--- src/sv/bnfu_pkg.sv ---
// Types, codes and helpers of the numeric field unpacker.
package bnfu_pkg;

   localparam int DEF_MAX_SUBSETS = 1024;
   localparam int DEF_MAX_WIDTH   = 32;
   localparam int BUF_BITS        = 16;
   localparam int DIFF_WIDTH_BITS = 6;
   localparam int BITS_PER_STEP   = 8;
   localparam int HELD_W          = 5;
   localparam int STEP_W          = 4;

   localparam logic [1:0] OP_DATA = 2'd0;
   localparam logic [1:0] OP_UNC  = 2'd1;
   localparam logic [1:0] OP_CMP  = 2'd2;

   localparam logic [1:0] KIND_SUBSET  = 2'd0;
   localparam logic [1:0] KIND_SAME    = 2'd1;
   localparam logic [1:0] KIND_MISSING = 2'd2;
   localparam logic [1:0] KIND_ERROR   = 2'd3;

   localparam logic [1:0] ERR_NONE         = 2'd0;
   localparam logic [1:0] ERR_MISSING_BASE = 2'd1;
   localparam logic [1:0] ERR_WIDTH        = 2'd2;
   localparam logic [1:0] ERR_OVERFLOW     = 2'd3;

   typedef enum logic [2:0] {
      PH_IDLE,
      PH_UNC_VALUE,
      PH_CMP_BASE,
      PH_CMP_DWIDTH,
      PH_CMP_DIFF
   } phase_type;

   typedef enum logic [1:0] {
      ST_IDLE,
      ST_CMD,
      ST_BITS
   } seq_state_type;

   typedef struct packed {
      logic [1:0]  op;
      logic [7:0]  data_byte;
      logic [5:0]  width;
      logic [10:0] subset_count;
      logic        missing_allowed;
   } req_type;

   typedef struct packed {
      logic [1:0]  kind;
      logic [9:0]  subset_index;
      logic [31:0] value;
      logic        is_missing;
      logic [1:0]  error_code;
      logic        last;
   } rsp_type;

   typedef struct packed {
      phase_type           phase;
      logic [BUF_BITS-1:0] bit_buffer;
      logic [HELD_W-1:0]   bits_held;
      logic [5:0]          element_width;
      logic [10:0]         subsets_total;
      logic                exempt_flag;
      logic [31:0]         base_value;
      logic [5:0]          diff_width;
      logic [31:0]         field_accum;
      logic [5:0]          bits_gathered;
      logic [10:0]         subset_counter;
   } elem_type;

   function automatic logic [31:0] ones_of(input logic [5:0] w);
      logic [31:0] mask;
      if (w >= 6'd32) begin
         mask = '1;
      end else begin
         mask = ~(32'hFFFF_FFFF << w);
      end
      return mask;
   endfunction

   function automatic rsp_type error_rsp(input logic [1:0] code, input logic last);
      rsp_type r;
      r.kind         = KIND_ERROR;
      r.subset_index = '0;
      r.value        = '0;
      r.is_missing   = 1'b0;
      r.error_code   = code;
      r.last         = last;
      return r;
   endfunction

endpackage

--- src/sv/bnfu_take_bit.sv ---
// Shared one-bit step: takes the next buffered bit and advances the element.
module bnfu_take_bit
   import bnfu_pkg::*;
#(
   parameter int MAX_WIDTH = DEF_MAX_WIDTH
) (
   input  elem_type cur,
   output elem_type nxt,
   output logic     emit,
   output rsp_type  rsp
);

   logic              bit_val;
   logic [HELD_W-1:0] held_n;
   logic [31:0]       accum_n;
   logic [5:0]        gathered_n;
   logic [5:0]        dw;
   logic              base_missing;
   logic [31:0]       sum;
   logic              last;

   always_comb begin
      bit_val    = cur.bit_buffer[4'(cur.bits_held - 5'd1)];
      held_n     = cur.bits_held - 5'd1;
      accum_n    = {cur.field_accum[30:0], bit_val};
      gathered_n = cur.bits_gathered + 6'd1;
      dw         = accum_n[5:0];
      base_missing = (cur.base_value == ones_of(cur.element_width));
      sum        = cur.base_value + accum_n;
      last       = ({1'b0, cur.subset_counter} + 12'd1) >= {1'b0, cur.subsets_total};

      nxt = cur;
      nxt.bits_held     = held_n;
      nxt.bit_buffer    = cur.bit_buffer & ~(16'hFFFF << held_n);
      nxt.field_accum   = accum_n;
      nxt.bits_gathered = gathered_n;
      emit = 1'b0;
      rsp  = error_rsp(ERR_NONE, 1'b0);

      case (cur.phase)
         PH_UNC_VALUE: begin
            if (gathered_n >= cur.element_width) begin
               emit = 1'b1;
               rsp.kind       = KIND_SUBSET;
               rsp.value      = accum_n;
               rsp.is_missing = !cur.exempt_flag && (accum_n == ones_of(cur.element_width));
               rsp.last       = 1'b1;
               nxt.phase      = PH_IDLE;
            end
         end
         PH_CMP_BASE: begin
            if (gathered_n >= cur.element_width) begin
               nxt.base_value    = accum_n;
               nxt.field_accum   = '0;
               nxt.bits_gathered = '0;
               nxt.phase         = PH_CMP_DWIDTH;
            end
         end
         PH_CMP_DWIDTH: begin
            if (gathered_n >= 6'(DIFF_WIDTH_BITS)) begin
               nxt.diff_width    = dw;
               nxt.field_accum   = '0;
               nxt.bits_gathered = '0;
               if (base_missing && dw != 6'd0) begin
                  emit = 1'b1;
                  rsp  = error_rsp(ERR_MISSING_BASE, 1'b1);
                  nxt.phase = PH_IDLE;
               end else if (int'(dw) > MAX_WIDTH) begin
                  emit = 1'b1;
                  rsp  = error_rsp(ERR_WIDTH, 1'b1);
                  nxt.phase = PH_IDLE;
               end else if (base_missing) begin
                  emit = 1'b1;
                  rsp.kind       = KIND_MISSING;
                  rsp.value      = cur.base_value;
                  rsp.is_missing = 1'b1;
                  rsp.last       = 1'b1;
                  nxt.phase      = PH_IDLE;
               end else if (dw == 6'd0) begin
                  emit = 1'b1;
                  rsp.kind  = KIND_SAME;
                  rsp.value = cur.base_value;
                  rsp.last  = 1'b1;
                  nxt.phase = PH_IDLE;
               end else begin
                  nxt.subset_counter = '0;
                  nxt.phase          = PH_CMP_DIFF;
               end
            end
         end
         PH_CMP_DIFF: begin
            if (gathered_n >= cur.diff_width) begin
               emit = 1'b1;
               rsp.kind         = KIND_SUBSET;
               rsp.subset_index = cur.subset_counter[9:0];
               rsp.value        = sum;
               rsp.is_missing   = (accum_n == ones_of(cur.diff_width)) ||
                                  (sum == ones_of(cur.element_width));
               rsp.last         = last;
               nxt.subset_counter = cur.subset_counter + 11'd1;
               nxt.field_accum    = '0;
               nxt.bits_gathered  = '0;
               if (last) begin
                  nxt.phase = PH_IDLE;
               end
            end
         end
         default: begin
            nxt.phase = PH_IDLE;
         end
      endcase
   end

endmodule

--- src/sv/bufr_numeric_field_unpack.sv ---
// Top level of the BUFR numeric field unpacker.
// Each transaction is either a data byte or the start of a numeric element. The block
// takes one transaction at a time: it accepts it in the idle state, applies the command
// or appends the byte to the 16-bit bit buffer, then lets the shared one-bit step unit
// consume buffered bits one at a time (at most eight per transaction) and returns to idle.
// A dropped byte, a bad element width or an unknown command goes back to idle straight
// from the command state. Each result is held in an output register; while that
// register is full and not taken, the bit loop waits.
module bufr_numeric_field_unpack
   import bnfu_pkg::*;
#(
   parameter int MAX_SUBSETS = DEF_MAX_SUBSETS,
   parameter int MAX_WIDTH   = DEF_MAX_WIDTH
) (
   input  logic    clock,
   input  logic    reset,
   input  logic    req_valid,
   output logic    req_ready,
   input  req_type req_data,
   output logic    rsp_valid,
   input  logic    rsp_ready,
   output rsp_type rsp_data
);

   seq_state_type     state_ff, state_in;
   elem_type          elem_ff, elem_in;
   logic [STEP_W-1:0] used_ff, used_in;
   req_type           item_ff, item_in;
   logic              rsp_valid_ff, rsp_valid_in;
   rsp_type           rsp_data_ff, rsp_data_in;

   elem_type          step_nxt;
   logic              step_emit;
   rsp_type           step_rsp;
   logic              slot_free;
   logic              load;
   logic              bad_width;
   logic [10:0]       sc_sat;

   bnfu_take_bit #(
      .MAX_WIDTH(MAX_WIDTH)
   ) u_take_bit (
      .cur (elem_ff),
      .nxt (step_nxt),
      .emit(step_emit),
      .rsp (step_rsp)
   );

   assign req_ready = (state_ff == ST_IDLE);
   assign rsp_valid = rsp_valid_ff;
   assign rsp_data  = rsp_data_ff;
   assign slot_free = !rsp_valid_ff || rsp_ready;

   always_comb begin
      bad_width = (item_ff.width == 6'd0) || (int'(item_ff.width) > MAX_WIDTH);
      if (item_ff.subset_count == 11'd0) begin
         sc_sat = 11'd1;
      end else if (int'(item_ff.subset_count) > MAX_SUBSETS) begin
         sc_sat = 11'(MAX_SUBSETS);
      end else begin
         sc_sat = item_ff.subset_count;
      end
   end

   always_comb begin
      state_in    = state_ff;
      elem_in     = elem_ff;
      used_in     = used_ff;
      item_in     = item_ff;
      load        = 1'b0;
      rsp_data_in = step_rsp;

      case (state_ff)
         ST_IDLE: begin
            if (req_valid) begin
               item_in  = req_data;
               state_in = ST_CMD;
            end
         end
         ST_CMD: begin
            used_in = '0;
            case (item_ff.op)
               OP_DATA: begin
                  if (elem_ff.bits_held > 5'(BUF_BITS - 8)) begin
                     rsp_data_in = error_rsp(ERR_OVERFLOW, 1'b0);
                     if (slot_free) begin
                        load     = 1'b1;
                        state_in = ST_IDLE;
                     end
                  end else begin
                     elem_in.bit_buffer = {elem_ff.bit_buffer[7:0], item_ff.data_byte};
                     elem_in.bits_held  = elem_ff.bits_held + 5'd8;
                     state_in           = ST_BITS;
                  end
               end
               OP_UNC, OP_CMP: begin
                  if (bad_width) begin
                     rsp_data_in = error_rsp(ERR_WIDTH, 1'b1);
                     if (slot_free) begin
                        load                   = 1'b1;
                        elem_in.phase          = PH_IDLE;
                        elem_in.field_accum    = '0;
                        elem_in.bits_gathered  = '0;
                        elem_in.subset_counter = '0;
                        state_in               = ST_IDLE;
                     end
                  end else begin
                     elem_in.field_accum    = '0;
                     elem_in.bits_gathered  = '0;
                     elem_in.subset_counter = '0;
                     elem_in.element_width  = item_ff.width;
                     if (item_ff.op == OP_UNC) begin
                        elem_in.exempt_flag = !item_ff.missing_allowed;
                        elem_in.phase       = PH_UNC_VALUE;
                     end else begin
                        elem_in.subsets_total = sc_sat;
                        elem_in.exempt_flag   = 1'b0;
                        elem_in.phase         = PH_CMP_BASE;
                     end
                     state_in = ST_BITS;
                  end
               end
               default: begin
                  state_in = ST_IDLE;
               end
            endcase
         end
         ST_BITS: begin
            if (elem_ff.phase == PH_IDLE || elem_ff.bits_held == '0 ||
                used_ff == STEP_W'(BITS_PER_STEP)) begin
               state_in = ST_IDLE;
            end else if (!step_emit || slot_free) begin
               elem_in = step_nxt;
               used_in = used_ff + STEP_W'(1);
               load    = step_emit;
            end
         end
         default: begin
            state_in = ST_IDLE;
         end
      endcase

      rsp_valid_in = load || (rsp_valid_ff && !rsp_ready);
   end

   always_ff @(posedge clock) begin
      if (reset) begin
         state_ff     <= ST_IDLE;
         elem_ff      <= '0;
         used_ff      <= '0;
         rsp_valid_ff <= 1'b0;
      end else begin
         state_ff     <= state_in;
         elem_ff      <= elem_in;
         used_ff      <= used_in;
         rsp_valid_ff <= rsp_valid_in;
      end
   end

   always_ff @(posedge clock) begin
      item_ff <= item_in;
      if (load) begin
         rsp_data_ff <= rsp_data_in;
      end
   end

endmodule

--- config.mk ---
export PLATFORM = sky130hd
export DESIGN_NAME = bufr_numeric_field_unpack
export DESIGN_NICKNAME = d
export VERILOG_FILES = /design/src/sv/bnfu_pkg.sv /design/src/sv/bnfu_take_bit.sv /design/src/sv/bufr_numeric_field_unpack.sv
export SDC_FILE = /design/constraint.sdc
export NUM_CORES = 1
export LEC_CHECK = 0
export ABC_AREA = 1
export BUFFER_PORTS_ARGS = -buffer_cell sky130_fd_sc_hd__buf_2
export CAP_MARGIN = 20
export CORE_ASPECT_RATIO = 0.75
export CORE_MARGIN = 2
export CORE_UTILIZATION = 44
export CTS_BUF_LIST = sky130_fd_sc_hd__clkbuf_16
export CTS_CLUSTER_DIAMETER = 150
export DETAILED_ROUTE_END_ITERATION = 8
export MAX_ROUTING_LAYER = met4
export SLEW_MARGIN = 25
export SYNTH_ARGS = -nofsm -noshare
export SYNTH_HDL_FRONTEND = slang
export SYNTH_SLANG_ARGS = --single-unit
--- constraint.sdc ---
create_clock -name clock -period 7.1 [get_ports clock]
set_input_delay 0.355 -clock clock [delete_from_list [all_inputs] [get_ports clock]]
set_output_delay 0.355 -clock clock [all_outputs]
set_load 0.01 [all_outputs]
== Word-level counts from Yosys, hierarchy flattened ==
Cells that the tools add are included.

* Register bits after elaboration: 211
* Output and inout bits: 50

* Add/subtract/negate cells: 7
* $lt $le $gt $ge: 11
* Equality and inequality tests: 31
* Shifts and indexed selects: 3
* Multiplexer cells: 99
* Bitwise logic cells: 8
* Reduce and logical (&&, ||, !) cells: 36

{| class="wikitable"
|+ Operators with widths
! cell !! count
|-
| $mux 32 || 12
|-
| $mux 48 || 8
|-
| $mux 129 || 2
|-
| $pmux 48 s2 || 2
|-
| $eq 32x32->1 || 4
|-
| $pmux 38 s3 || 1
|-
| $pmux 33 s3 || 1
|-
| $pmux 42 s2 || 1
|-
| $mux 11 || 7
|-
| $mux 33 || 2
|-
| $not 32->32 || 2
|-
| $shl 32x6->32 const A || 2
|-
| $mux 55 || 1
|-
| $mux 49 || 1
|-
| $mux 45 || 1
|-
| $mux 21 || 2
|-
| $mux 38 || 1
|-
| $mux 18 || 2
|-
| $mux 3 || 12
|-
| $add 32x32->32 || 1
|-
| $reduce_and 5->1 || 5
|-
| $mux 2 || 12
|-
| $pmux 11 s2 || 1
|-
| $pmux 10 s2 || 1
|-
| other kinds (55) || 111
|}

== Logic depth before layout (Yosys ltp) ==
Gate-level depths: netlist of run 1.

* Depth in word-level cells: 16
* Mapped depth: 35
* Mapped depth without buffers: 33

== Hierarchy ==
Synthesis of run 1 repeated with hierarchy kept, for this count alone.

* Cells, all modules: 2865
* Area, all modules: 17372.9 µm²

{| class="wikitable"
|+ Modules (own cells, without submodules)
! module !! times used !! cells each !! area an instance (µm²)
|-
| bufr_numeric_field_unpack || 1 || 1291 || 9507.9
|-
| bnfu_take_bit || 1 || 1574 || 7865.0
|}

== Worst setup path before layout of run 1 ==
No wires, ideal clock.

* Path type: reg2reg
* Start point: register elem_ff[105] (netlist name)
* End point: register rsp_data_ff (netlist bit rsp_data[0]), enable pin
* Library setup time: 0.454 ns
* Arrival: 4.354 ns
* Path slack: 2.292 ns
* Stages on the path, launching flop included: 23
* Path buffers: 1
* Clock period less this slack: 4.808 ns
* Cell sequence: dfxtp_1 -> clkinv_1 -> ha_1 -> inv_1 -> ha_1 -> clkbuf_2 -> inv_1 -> nor2_1 -> o211ai_1 -> nand2_1 -> nor2_1 -> nand2_1 -> nand3_1 -> nand2_1 -> nand2_1 -> inv_1 -> nand2_2 -> nand2_2 -> nand3_4 -> nand2_1 -> nand2_1 -> nand2_1 -> nor2_1

* Cells in the longest elaborated chain, start to end: 15
* Elaborated cells on any way between the ends: 24

{| class="wikitable"
|+ Ends and longest elaborated chain
! what !! line !! RTL
|-
| start, declared || bufr_numeric_field_unpack.sv:26 || <nowiki>elem_type elem_ff, elem_in;</nowiki>
|-
| start signal, assigned || bufr_numeric_field_unpack.sv:154 || <nowiki>elem_ff <= elem_in;</nowiki>
|-
| branches (longest 14 deep; another with $gt 6x6->1) || - ||
|-
| $pmux 1 s2 (*) || bufr_numeric_field_unpack.sv:73 || <nowiki>case (state_ff)</nowiki>
|-
| named net load || bufr_numeric_field_unpack.sv:36 || <nowiki>logic load;</nowiki>
|-
| end signal, assigned || bufr_numeric_field_unpack.sv:163 || <nowiki>rsp_data_ff <= rsp_data_in;</nowiki>
|-
| end, declared || bufr_numeric_field_unpack.sv:30 || <nowiki>rsp_type rsp_data_ff, rsp_data_in;</nowiki>
|}

Mark *: on every way through the listed nets, which the timed path passes. The select of a mux whose other input is x is not followed.
A chain may end at the register's enable or synchronous reset.

==> results.txt, run 1 <==
----------------------------------------------------
[Timing]
  Setup repair after global routing missed its margin ... false
  Worst clock skew ... between 0.015 and 0.02 ns
  Achievable clock frequency ... 181 MHz
  Final cycle utilization of the critical path ... 0.780
  Time the final worst path needs with I/O delays and setup ... 5.54 ns
  # setup viols final ... 0
  Final hold violation count ... 0
  Transition time at the pin with the least slew margin ... 1.02 ns
  Worst slew margin relative to its limit ... 0.321
  Number of max-slew violations in the final report ... 0
  Setup_tns ... 0 ns

[GRT]
  Pin count of the biggest net entering global routing ... 81
  Via count of the first global-routing pass ... between 10k and 15k
  Overall global routing resource usage ... 0.323
  Total congestion overflow ... 0
  Global-route wire length before repair ... 88000 um
  Number of antenna violations at the first check in global routing ... 0

[Critical path]
  Capture instance of the worst register-to-register path ... rsp_data[3]$_DFFE_PP_
  Crit path arrival time ... 5.93 ns
  Worst reg2reg setup slack ... 1.56 ns
  Type of element capturing the critical path ... flop
  Worst Path Max Fanout ... 13
  WS Path Type ... flop to flop
  Number of cell instances on the worst register-to-register path ... 33
  R2r startpoint ... elem_ff[105]$_SDFFE_PP0P_
  Library cell appearing most often on the critical path ... nand2_1
  Required time at the endpoint of the critical path ... between 7 and 8 ns
  Slowest Stage Delay on Critical Path ... 0.58 ns
  Slowest stage cell on the critical path ... dfxtp_1
  Launching element type of the critical path ... flop

[Logic synthesis]
  Most used flip-flop cell after synthesis ... dfxtp_1
  Netlist area before placement ... roughly 15000 um^2
  Average cell area after synthesis ... ~6.7 um^2
  Number of synthesized register bits ... 211
  Sequential fraction of the synthesis area ... 0.322
  Total number of yosys warnings ... 0
  Count of flip-flops with a built-in enable after synthesis ... 76
  Synthesized Nets ... 2419
  Synthesized netlist cell count ... 2313
  Cell taking the most area after synthesis ... dfxtp_1
  Leading cell types by total area after synthesis ... dfxtp_1 (17%), nand2_1 (16%), edfxtp_1 (15%), inv_1 (8.3%), ha_1 (5.9%)
  Share of the synthesized area in the top cell type ... 0.175
  Post-synthesis async set-or-reset flop share ... 0
  Distinct cell type count of the synthesized netlist ... 57

[Min path]
  Min-Delay Path Depth ... 4
  Hold Startpoint ... req_valid
  Endpoint with the worst hold slack ... state_ff[1]$_SDFFE_PP0P_
  Class of the tightest hold or removal check ... input port to flop

[Die]
  Vertical die dimension ... between 150 and 200 um
  Standard-cell row count ... 59
  Die extent in x ... 221 um
  Effective utilization at floorplan ... 0.446
  Die area ... 36700 um^2
  Number of top-level design ports ... 82
  Core area ... between 30000 and 40000 um^2

[Clock network]
  CTS sink count ... 211
  Cts bufs inserted ... 25
  Register clock-pin slew on the reported worst setup and hold paths ... 0.07 ns
  Clock network latency to the later pin of the worst-skew pair ... ~0.56 ns
  Root cell of the clock tree ... clkbuf_16
  Number of levels in the clock H-tree ... 1
  Number of buffers added for setup after CTS ... 0
  Maximum count of clock buffers along a single path ... 3
  TritonCTS clock tree ... built

[Layout]
  Combined flip-flop and latch cell area ... 4980 um^2
  Antenna diodes ... 0
  Finished Core Util ... 0.497
  Layout-stage area growth over the synthesis result ... 11.4%
  Nets ... 2488
  Share of post-route cells with drive strength above 1 ... 0.0862
  Area occupied by multi-input gates ... 8770 um^2
  Layout filler cell count ... 3577

[Drt]
  DRT iter0 DRCs ... around 2.1k
  Antenna violation net count after detailed routing ... 0
  Routed via count divided by cell count ... around 5.6
  Via count of the routed design ... 15.9k
  Routed WL ... 58300 um
  Number of detailed-route iterations in the first pass ... 5
  Mean routed wirelength per cell ... 20.4 um
  Number of remaining DRC errors ... 0

[Pwr]
  Peak VDD IR ... about 0.18 mV
  Power Dens Cells ... 192 nW/um^2
  Static leakage ... 8.06 nW

[Flow run]
  Max_cap viols ... 0

[Place]
  Final GP Congestion ... 1.00
  HPWL Detailed ... ~44000 um
  Port bufs ... just over 80

[Outcome]
  Result of the run ... finished, final reports clean

----------------------------------------------------
[cells in the mapped netlist (6+ instances only)]
cell type and number:
xor2_1 69, a21oi_2 10, nand3b_1 8, inv_1 341
o22ai_1 25, o21ai_0 118, buf_2 8, nand2_2 18
nand3_1 155, buf_6 8, nand2_4 7, nand4_1 44
a31oi_1 14, xnor2_1 8, nor3_1 39, edfxtp_1 76
nand2_1 642, inv_2 7, o221ai_1 6, a21oi_1 163
clkbuf_1 49, buf_4 8, nor2_2 14, nor2_1 193
o211ai_1 13, dfxtp_1 135, ha_1 73
[layer usage]
| metal | global-route usage | routed length, um |
|---|---|---|
| met2 | 0.416 | 22100 |
| met5 | - | 0 |
| met4 | 0.0649 | 1300 |
| met1 | 0.504 | 28400 |
| met3 | 0.0718 | 6490 |
[per-stage QoR]
step / setup slack (ns) / std cells / total power, mW / instance area, um^2 / hold slack, ns
global route: 1.08 / 2858 / 3.43 / 17200 / 0.279
global placement: 1.83 / 2782 / 2.01 / 16100 / 0.453
floorplan: 2.29 / 2313 / 1.81 / 15500 / 0.443
finish: 1.56 / 2858 / 3.31 / 17200 / 0.224
detailed placement: 1.72 / 2784 / 2.01 / 16200 / 0.461
CTS: 1.66 / 2858 / 3.30 / 17200 / 0.224
[final cells by class]
class,instances,area share
multi-input cells,1671,0.508
well taps,457,0.0332
inverters,354,0.0774
clock buffers,25,0.0363
flip-flops and latches,211,0.289
clock inverters,21,0.00958
repair buffers,119,0.0460
[logic make-up (layout without fill, tap and decap cells)]
logic type,after synthesis,after routing,synth area share
AND/OR/NAND/NOR,1137,1137,0.317
buffers and inverters,431,519,0.113
flip-flops,211,211,0.322
AO/OA/AOI/OAI,379,379,0.138
adder cells (fa/ha/maj),74,74,0.0603
XOR/XNOR,81,81,0.0494
[layout by cell type, fill, tap and decap left out, types with 5 or more instances in the layout]
master         Yosys  final
nand2_2           18     18
a31oi_1           14     14
o221ai_1           6      6
buf_4              8      8
clkbuf_16          0     25
nand2_1          642    642
buf_2              8     81
inv_2              7      9
o21a_1             5      5
nand3b_1           8      8
ha_1              73     73
a221oi_1           5      5
nand4_1           44     44
nor2_1           193    191
dfxtp_1          135    135
a21oi_1          163    163
o211ai_1          13     13
xor2_1            69     69
dlygate4sd3_1      0     28
edfxtp_1          76     76
inv_1            341    341
nor3_1            39     39
a21oi_2           10     10
nand3_1          155    155
nor2_2            14     13
clkinv_1           4      8
nor2_4             2      5
o22ai_1           25     25
clkinv_2           0      7
xnor2_1            8      8
o21ai_0          118    118
nand2_4            7      7
[worst max-delay path by stage]
stage,start,endpoint,slack (ns),cells after the start
after detailed placement,elem_ff[105]$_SDFFE_PP0P_,rsp_data[3]$_DFFE_PP_,1.72,33
after CTS,elem_ff[105]$_SDFFE_PP0P_,rsp_data[3]$_DFFE_PP_,1.66,33
after global routing,elem_ff[105]$_SDFFE_PP0P_,rsp_data[3]$_DFFE_PP_,1.08,31
after global placement,elem_ff[105]$_SDFFE_PP0P_,rsp_data[3]$_DFFE_PP_,1.83,31
after floorplan,elem_ff[105]$_SDFFE_PP0P_,rsp_data[0]$_DFFE_PP_,2.29,22
final,elem_ff[105]$_SDFFE_PP0P_,rsp_data[3]$_DFFE_PP_,1.56,33
[critical path: cells and delay by family (launching register included)]
family | cells | cell delay [ns]
flip-flops | 1 | 0.58
buffers and inverters | 4 | 0.72
AO/OA/AOI/OAI | 2 | 0.26
adder cells (fa/ha/maj) | 4 | 1.34
AND/OR/NAND/NOR | 23 | 2.46
[power by group]
part / internal [mW] / switching (mW)
Clock: 0.716 / 0.563
Sequential: 1.29 / 0.0696
Combinational: 0.203 / 0.460
Total: 2.21 / 1.09
[registers in the layout (all words and copies together) (netlist names)]
signal     flops
elem_ff      128
rsp_data      48
item_ff       28
used_ff        4
state_ff       2
rsp_valid      1
[what timing repair did]
item / CTS / global route
hold endpoints to repair: 28 / 0
hold buffers: 28 / 0
gates resized for setup: 0 / 0
endpoints found under the setup margin: 0 / 0
Power figures use the tool's default switching activity.
==> run 2, diff against run 1 <==
Clock period 7.1 ns to 4.5 ns, I/O delays scaled along.
==> run 2 against run 1 <==
Effect of this change: global-route usage down 0.68 points; sequential power up 57%; sequential share of layout area down 0.36 points; highest routed layer unchanged; largest power group is now the clock network.
==> results.txt, run 2 (same netlist as run 1, synthesis figures left out) <==
----------------------------------------------------
[Die]
  Number of top-level design ports ... between 80 and 90
  Standard-cell row count ... between 50 and 60
  Effective utilization at floorplan ... 0.446
  Core area ... 34700 um^2
  Die area ... roughly 37000 um^2
  Die extent in x ... about 220 um
  Vertical die dimension ... ~170 um

[Drt]
  Routed via count divided by cell count ... about 5.5
  Number of remaining DRC errors ... 0
  Via count of the routed design ... 15.8k
  Mean routed wirelength per cell ... 19.7 um
  DRT iter0 DRCs ... 1681
  Number of detailed-route iterations in the first pass ... 6
  Antenna violation net count after detailed routing ... 0
  Routed WL ... between 50000 and 60000 um

[Critical path]
  Slowest Stage Delay on Critical Path ... between 0.3 and 0.4 ns
  Worst reg2reg setup slack ... 0.37 ns
  R2r startpoint ... elem_ff[106]$_SDFFE_PP0P_
  Launching element type of the critical path ... flop
  Number of cell instances on the worst register-to-register path ... 31
  Slowest stage cell on the critical path ... fa_2
  Capture instance of the worst register-to-register path ... rsp_data[3]$_DFFE_PP_
  Library cell appearing most often on the critical path ... nand2_1
  Buffers plus inverters on the worst setup path ... 4
  Gate family responsible for the most delay along the worst path ... simple AND/OR/NAND/NOR gates
  Crit path arrival time ... 4.53 ns
  Launching instance or port of the critical path ... elem_ff[106]$_SDFFE_PP0P_
  Required time at the endpoint of the critical path ... 4.90 ns
  WS Path Type ... flop to flop
  Type of element capturing the critical path ... flop
  Worst Path Max Fanout ... 6
  Timing endpoint of the critical path ... rsp_data[3]$_DFFE_PP_
  Levels on crit path ... 31

[Clock network]
  Root cell of the clock tree ... clkbuf_16
  Cts bufs inserted ... 24
  Maximum count of clock buffers along a single path ... 3
  TritonCTS clock tree ... built
  Register clock-pin slew on the reported worst setup and hold paths ... 0.07 ns
  Number of levels in the clock H-tree ... 1
  Clock network latency to the later pin of the worst-skew pair ... ~0.55 ns
  CTS sink count ... 211

[Layout]
  Share of post-route cells with drive strength above 1 ... 0.0980
  Combined flip-flop and latch cell area ... 4980 um^2
  Layout filler cell count ... 3589
  Leading cell type in the layout, fill and taps excluded ... nand2_1
  Commonest cells after routing, fill and taps aside ... nand2_1 (636), inv_1 (344), nor2_1 (190)
  Area occupied by multi-input gates ... between 8000 and 9000 um^2
  Register with the most flip-flops ... elem_ff
  Antenna diodes ... 0
  Nets ... about 2.5k
  Layout-stage area growth over the synthesis result ... 12.8%
  Number of flip-flops under the largest register name ... roughly 130

[Pwr]
  Static leakage ... 8.20 nW
  Power Dens Cells ... 308 nW/um^2
  Peak VDD IR ... 0.289 mV
  Part of the power in the clock network ... 0.404
  Cell-internal power ... about 3.7 mW
  Portion of total power attributed to sequential cells ... 0.398
  Sw Pwr ... 1.71 mW
  Net switching share of the total power ... 0.317
  Logic gate share of total power ... 0.199

[Place]
  HPWL Detailed ... approximately 43000 um
  Placement Setup Slack ... about 0.077 ns
  Final GP Congestion ... between 1 and 1.5
  Port bufs ... 81

[Timing]
  Transition time at the pin with the least slew margin ... 0.869 ns
  Worst clock skew ... 0.0198 ns
  Setup_tns ... 0 ns
  Worst slew margin relative to its limit ... 0.418
  # setup viols final ... 0
  Setup repair after global routing missed its margin ... false
  Number of max-slew violations in the final report ... 0
  Achievable clock frequency ... 242 MHz
  Time the final worst path needs with I/O delays and setup ... 4.13 ns
  Worst path setup slack after routing ... 0.371 ns
  Final hold violation count ... 0
  Final cycle utilization of the critical path ... 0.917
  Final worst hold slack ... 0.0997 ns

[GRT]
  Via count of the first global-routing pass ... 14.6k
  Number of antenna violations at the first check in global routing ... 0
  Total congestion overflow ... 0
  Overall global routing resource usage ... 0.316
  Pin count of the biggest net entering global routing ... between 60 and 70
  Global-route wire length before repair ... 86700 um

[Outcome]
  Result of the run ... finished, final reports clean

[Flow run]
  Max_cap viols ... 0

[Min path]
  Class of the tightest hold or removal check ... input port to flop

----------------------------------------------------
[run 2: cell count changes in the layout (fill, tap and decap cells not counted), moves of 2 or more]
cell / previous run / this run
buf_4: 8 / 29
clkinv_2: 7 / 1
nand2_1: 642 / 636
nand2_2: 18 / 24
bufinv_16: 2 / 5
clkinv_1: 8 / 5
inv_1: 341 / 344
ha_1: 73 / 71
ha_2: 0 / 2
nor2_2: 13 / 15
[run 2: worst min-delay path by stage]
| stage | startpoint | end | slack, ns | cells after the start |
|---|---|---|---|---|
| final | req_valid | state_ff[1]$_SDFFE_PP0P_ | 0.1 | 4 |
| after global routing | req_valid | state_ff[1]$_SDFFE_PP0P_ | 0.13 | 4 |
| after CTS | req_valid | state_ff[1]$_SDFFE_PP0P_ | 0.08 | 4 |
| after detailed placement | req_data[16] | item_ff[16]$_DFFE_PP_ | 0.40 | 1 |
| after global placement | req_data[23] | item_ff[23]$_DFFE_PP_ | 0.40 | 1 |
| after floorplan | req_data[0] | item_ff[0]$_DFFE_PP_ | 0.32 | 0 |
[run 2: final cells by class]
type                    instances  share of cell area
clock buffers                  25              0.0358
multi-input cells            1671               0.504
inverters                     354              0.0764
flip-flops and latches        211               0.285
clock inverters                19              0.0130
well taps                     457              0.0327
repair buffers                139              0.0529
[run 2: worst register-to-register path, delay by kind of cell, from the launching register on]
kind            cells  cell delay (ns)
simple gates       21             2.13
fa+ha+maj           4             1.08
compound gates      2             0.23
flops               1             0.31
buf+inv             4             0.28
[run 2: power by group through the flow]
stage	clock, mW	combinational [mW]	sequential [mW]
2_1_floorplan	0	0.721	2.13
3_3_place_gp	0	1.01	2.18
3_5_place_dp	0	1.01	2.18
4_1_cts	2.21	1.03	2.14
5_1_grt	2.29	1.17	2.14
6_report	2.17	1.07	2.14
[run 2: metrics by stage]
step	cells	total power, mW	cell area, um^2	utilization
CTS	2876	5.38	17400	0.502
finish	2876	5.38	17500	0.503
global placement	2804	3.19	16300	0.470
detailed placement	2804	3.19	16300	0.470
floorplan	2313	2.85	15500	-
global route	2876	5.60	17500	0.503
[run 2: what timing repair did]
item,CTS,global route
resized for setup,0,13
setup buffers,0,0
endpoints found under the hold margin,28,0
hold buffers,28,0
setup endpoints to repair,0,1
[run 2: per-layer routing]
| metal | vias up | share of wire | global-route usage |
|---|---|---|---|
| li1 | 7687 | - | - |
| met1 | 7400 | 0.49 | 0.485 |
| met2 | 685 | 0.39 | 0.423 |
| met3 | 71 | 0.095 | 0.0637 |
| met4 | 0 | 0.020 | 0.0609 |
| met5 | - | 0 | - |
==> run 3, diff against run 2 <==
Settings changed: ABC_AREA 1 to unset, CORE_MARGIN 2 to unset.
==> run 3 against run 2 <==
Effect of this change: synthesized area fell by 5.8%; worst setup slack got worse by 0.25 ns; critical path depth fell by 15; critical path type unchanged.
==> results.txt, run 3 <==
----------------------------------------------------
[Logic synthesis]
  Average cell area after synthesis ... 8.48 um^2
  Count of flip-flops with a built-in enable after synthesis ... 76
  Total number of yosys warnings ... 0
  Count leader, synth ... nand2_1
  Synthesized netlist cell count ... 1719
  Sequential fraction of the synthesis area ... 0.342
  Netlist area before placement ... 14600 um^2
  Distinct cell type count of the synthesized netlist ... 95
  Share of the synthesized area in the top cell type ... 0.185
  Cell taking the most area after synthesis ... dfxtp_1
  Synth top cells by count ... nand2_1 (189), nor2_1 (154), a21oi_1 (135), dfxtp_1 (135), clkbuf_1 (92)
  Post-synthesis async set-or-reset flop share ... 0
  Number of synthesized register bits ... between 200 and 250
  Synthesized Nets ... 1825
  Most used flip-flop cell after synthesis ... dfxtp_1
  Leading cell types by total area after synthesis ... dfxtp_1 (19%), edfxtp_1 (16%), ha_1 (6.3%), nand2_1 (4.9%), a21oi_1 (4.6%)

[Critical path]
  Slowest stage cell on the critical path ... mux4_2
  Worst Path Max Fanout ... 7
  Required time at the endpoint of the critical path ... roughly 4.9 ns
  Slowest Stage Delay on Critical Path ... 0.59 ns
  Type of element capturing the critical path ... flop
  Cells along the critical path ... inv_2 > ha_4 > mux4_2 > mux4_2 > ha_4 > fa_2 > a21o_1 > a221oi_4 > o21ai_2 > a31oi_1 > xnor2_1 > xor2_1 > nand3_1 > nor4_4 > nand4_1 > o21ai_1
  Levels on crit path ... 16
  WS Path Type ... flop to flop
  Buffers plus inverters on the worst setup path ... 1
  Launching element type of the critical path ... flop
  Gate family responsible for the most delay along the worst path ... compound AO/OA/AOI/OAI gates
  Crit path arrival time ... between 4 and 5 ns
  Number of cell instances on the worst register-to-register path ... 16

[GRT]
  GR Util met3 ... 0.0643
  Peak-usage layer in the global routing report ... met1
  Pin count of the biggest net entering global routing ... 97
  Via count of the first global-routing pass ... roughly 13k
  Total congestion overflow ... 0
  Met2 global-route usage ... 0.458
  Global-route wire length before repair ... 81300 um
  Number of antenna violations at the first check in global routing ... 1
  Met1 global-route usage ... 0.471
  Overall global routing resource usage ... 0.324

[Clock network]
  TritonCTS clock tree ... built
  Maximum count of clock buffers along a single path ... 3
  Root cell of the clock tree ... clkbuf_16
  Clock network latency to the later pin of the worst-skew pair ... ~0.57 ns
  CTS sink count ... 211
  Cts bufs inserted ... 24
  Register clock-pin slew on the reported worst setup and hold paths ... 0.06 ns
  Number of levels in the clock H-tree ... 1

[Layout]
  Layout-stage area growth over the synthesis result ... 17.8%
  Nets ... just under 2k
  Antenna diodes ... 0
  Layout filler cell count ... 3140
  Leading cell type in the layout, fill and taps excluded ... nand2_1
  Commonest cells after routing, fill and taps aside ... nand2_1 (188), nor2_1 (150), a21oi_1 (133), dfxtp_1 (133), buf_4 (104)
  Register with the most flip-flops ... elem_ff
  Share of post-route cells with drive strength above 1 ... 0.166
  Number of flip-flops under the largest register name ... approximately 130
  Finished Core Util ... 0.528

[Outcome]
  Result of the run ... finished, final reports clean

[Timing]
  Achievable clock frequency ... 228 MHz
  Transition time at the pin with the least slew margin ... 0.971 ns
  Worst slew margin relative to its limit ... 0.351
  # setup viols final ... 0
  Final hold violation count ... 0
  Setup repair after global routing missed its margin ... true
  Number of max-slew violations in the final report ... 0
  Worst clock skew ... a little under 0.03 ns
  Time the final worst path needs with I/O delays and setup ... 4.38 ns
  Final cycle utilization of the critical path ... 0.974

[Flow run]
  Max_cap viols ... 0

[Die]
  Effective utilization at floorplan ... 0.448
  Standard-cell row count ... 57
  Vertical die dimension ... 160 um
  Die extent in x ... 212 um
  Number of top-level design ports ... between 80 and 90
  Die area ... ~34000 um^2
  Core area ... 32500 um^2

[Place]
  Final GP Congestion ... 1.01
  Port bufs ... 81
  HPWL Detailed ... between 30000 and 40000 um

[Pwr]
  Total power after layout ... 4.50 mW
  Static leakage ... 6.68 nW
  Peak VDD IR ... 0.304 mV
  Power Dens Cells ... between 200 and 300 nW/um^2

[Drt]
  Number of detailed-route iterations in the first pass ... 8
  Number of remaining DRC errors ... 0
  Routed via count divided by cell count ... about 6
  Mean routed wirelength per cell ... 23.5 um
  Via count of the routed design ... 14.2k
  Antenna violation net count after detailed routing ... 0
  DRT iter0 DRCs ... 1887
  Routed WL ... between 50000 and 60000 um

[Min path]
  Class of the tightest hold or removal check ... input port to flop
  Min-Delay Path Depth ... 5

----------------------------------------------------
[run 3: cell count changes after synthesis, sizes merged, moves of 25 or more]
cell    before  now
a222oi       0   28
o22ai       25    0
nand3      157   48
clkbuf      50   93
nor2       210  155
nand2      670  189
a21oi      174  138
inv        350   56
xnor2        8   70
a21o         0   36
a22o         0   46
[run 3: area by class of cell]
cell class / instances / area [um^2] / share of cell area
clock buffers: 24 / 601 / 0.0350
clock inverters: 20 / 184 / 0.0107
inverters: 56 / 210 / 0.0122
multi-input cells: 1322 / 9060 / 0.528
flip-flops and latches: 211 / 4990 / 0.291
well taps: 442 / 553 / 0.0322
repair buffers: 219 / 1570 / 0.0913
[run 3: final timing paths]
path                                                start                  endpoint  slack, ns
worst min register to register   elem_ff[98]$_SDFFE_PP0P_  elem_ff[98]$_SDFFE_PP0P_       0.46
worst min-delay path                            req_valid  state_ff[0]$_SDFFE_PP0P_       0.06
worst max-delay path            elem_ff[105]$_SDFFE_PP0P_     rsp_data[3]$_DFFE_PP_       0.12
worst max register to register  elem_ff[105]$_SDFFE_PP0P_     rsp_data[3]$_DFFE_PP_       0.12
[run 3: worst register-to-register path, cell delays in order, from the launching register on]
cell and delay [ns]:
dfxtp_2 0.34, inv_2 0.05, ha_4 0.32, mux4_2 0.31, mux4_2 0.59, ha_4 0.21
fa_2 0.33, a21o_1 0.21, a221oi_4 0.35, o21ai_2 0.10, a31oi_1 0.23, xnor2_1 0.19
xor2_1 0.23, nand3_1 0.16, nor4_4 0.31, nand4_1 0.15, o21ai_1 0.14
[run 3: routing by layer]
layer  wire length [um]  part of all wire  vias to the layer above
li1                   -                 -                     6597
met2              22600              0.42                      719
met5                  0                 0                        -
met1              24800              0.46                     6773
met3               5230             0.097                       81
met4               1240             0.023                        0
[run 3: through the flow]
stage	worst slack (ns)	hold slack [ns]	setup TNS, ns	std cells	cell area (um^2)
global route	-0.0362	0.0612	-0.0480	2294	17200
finish	0.117	0.0587	0	2294	17200
CTS	0.00176	0.0322	0	2291	17000
floorplan	0.00651	0.324	0	1719	14600
global placement	-0.0526	0.401	-0.0641	2217	15900
detailed placement	-0.154	0.403	-0.234	2217	15900
[run 3: kinds of logic after synthesis]
family / count (synthesis) / share of synthesized area
buffers and inverters: 186 / 0.0534
XOR/XNOR: 123 / 0.0786
multiplexers: 20 / 0.0185
adder cells (fa/ha/maj): 74 / 0.0641
AND/OR/NAND/NOR: 597 / 0.198
flip-flops: 211 / 0.342
AO/OA/AOI/OAI: 508 / 0.245
[run 3: where the power goes]
group	internal (mW)	switching (mW)
Combinational	0.187	0.297
Sequential	2.01	0.0314
Clock	1.10	0.876
[run 3: what timing repair did]
action,CTS,global route
setup buffers,2,3
hold buffers,28,0
setup endpoints to repair,5,8
endpoints found under the hold margin,28,0
resized for setup,15,21
pin swaps,8,19
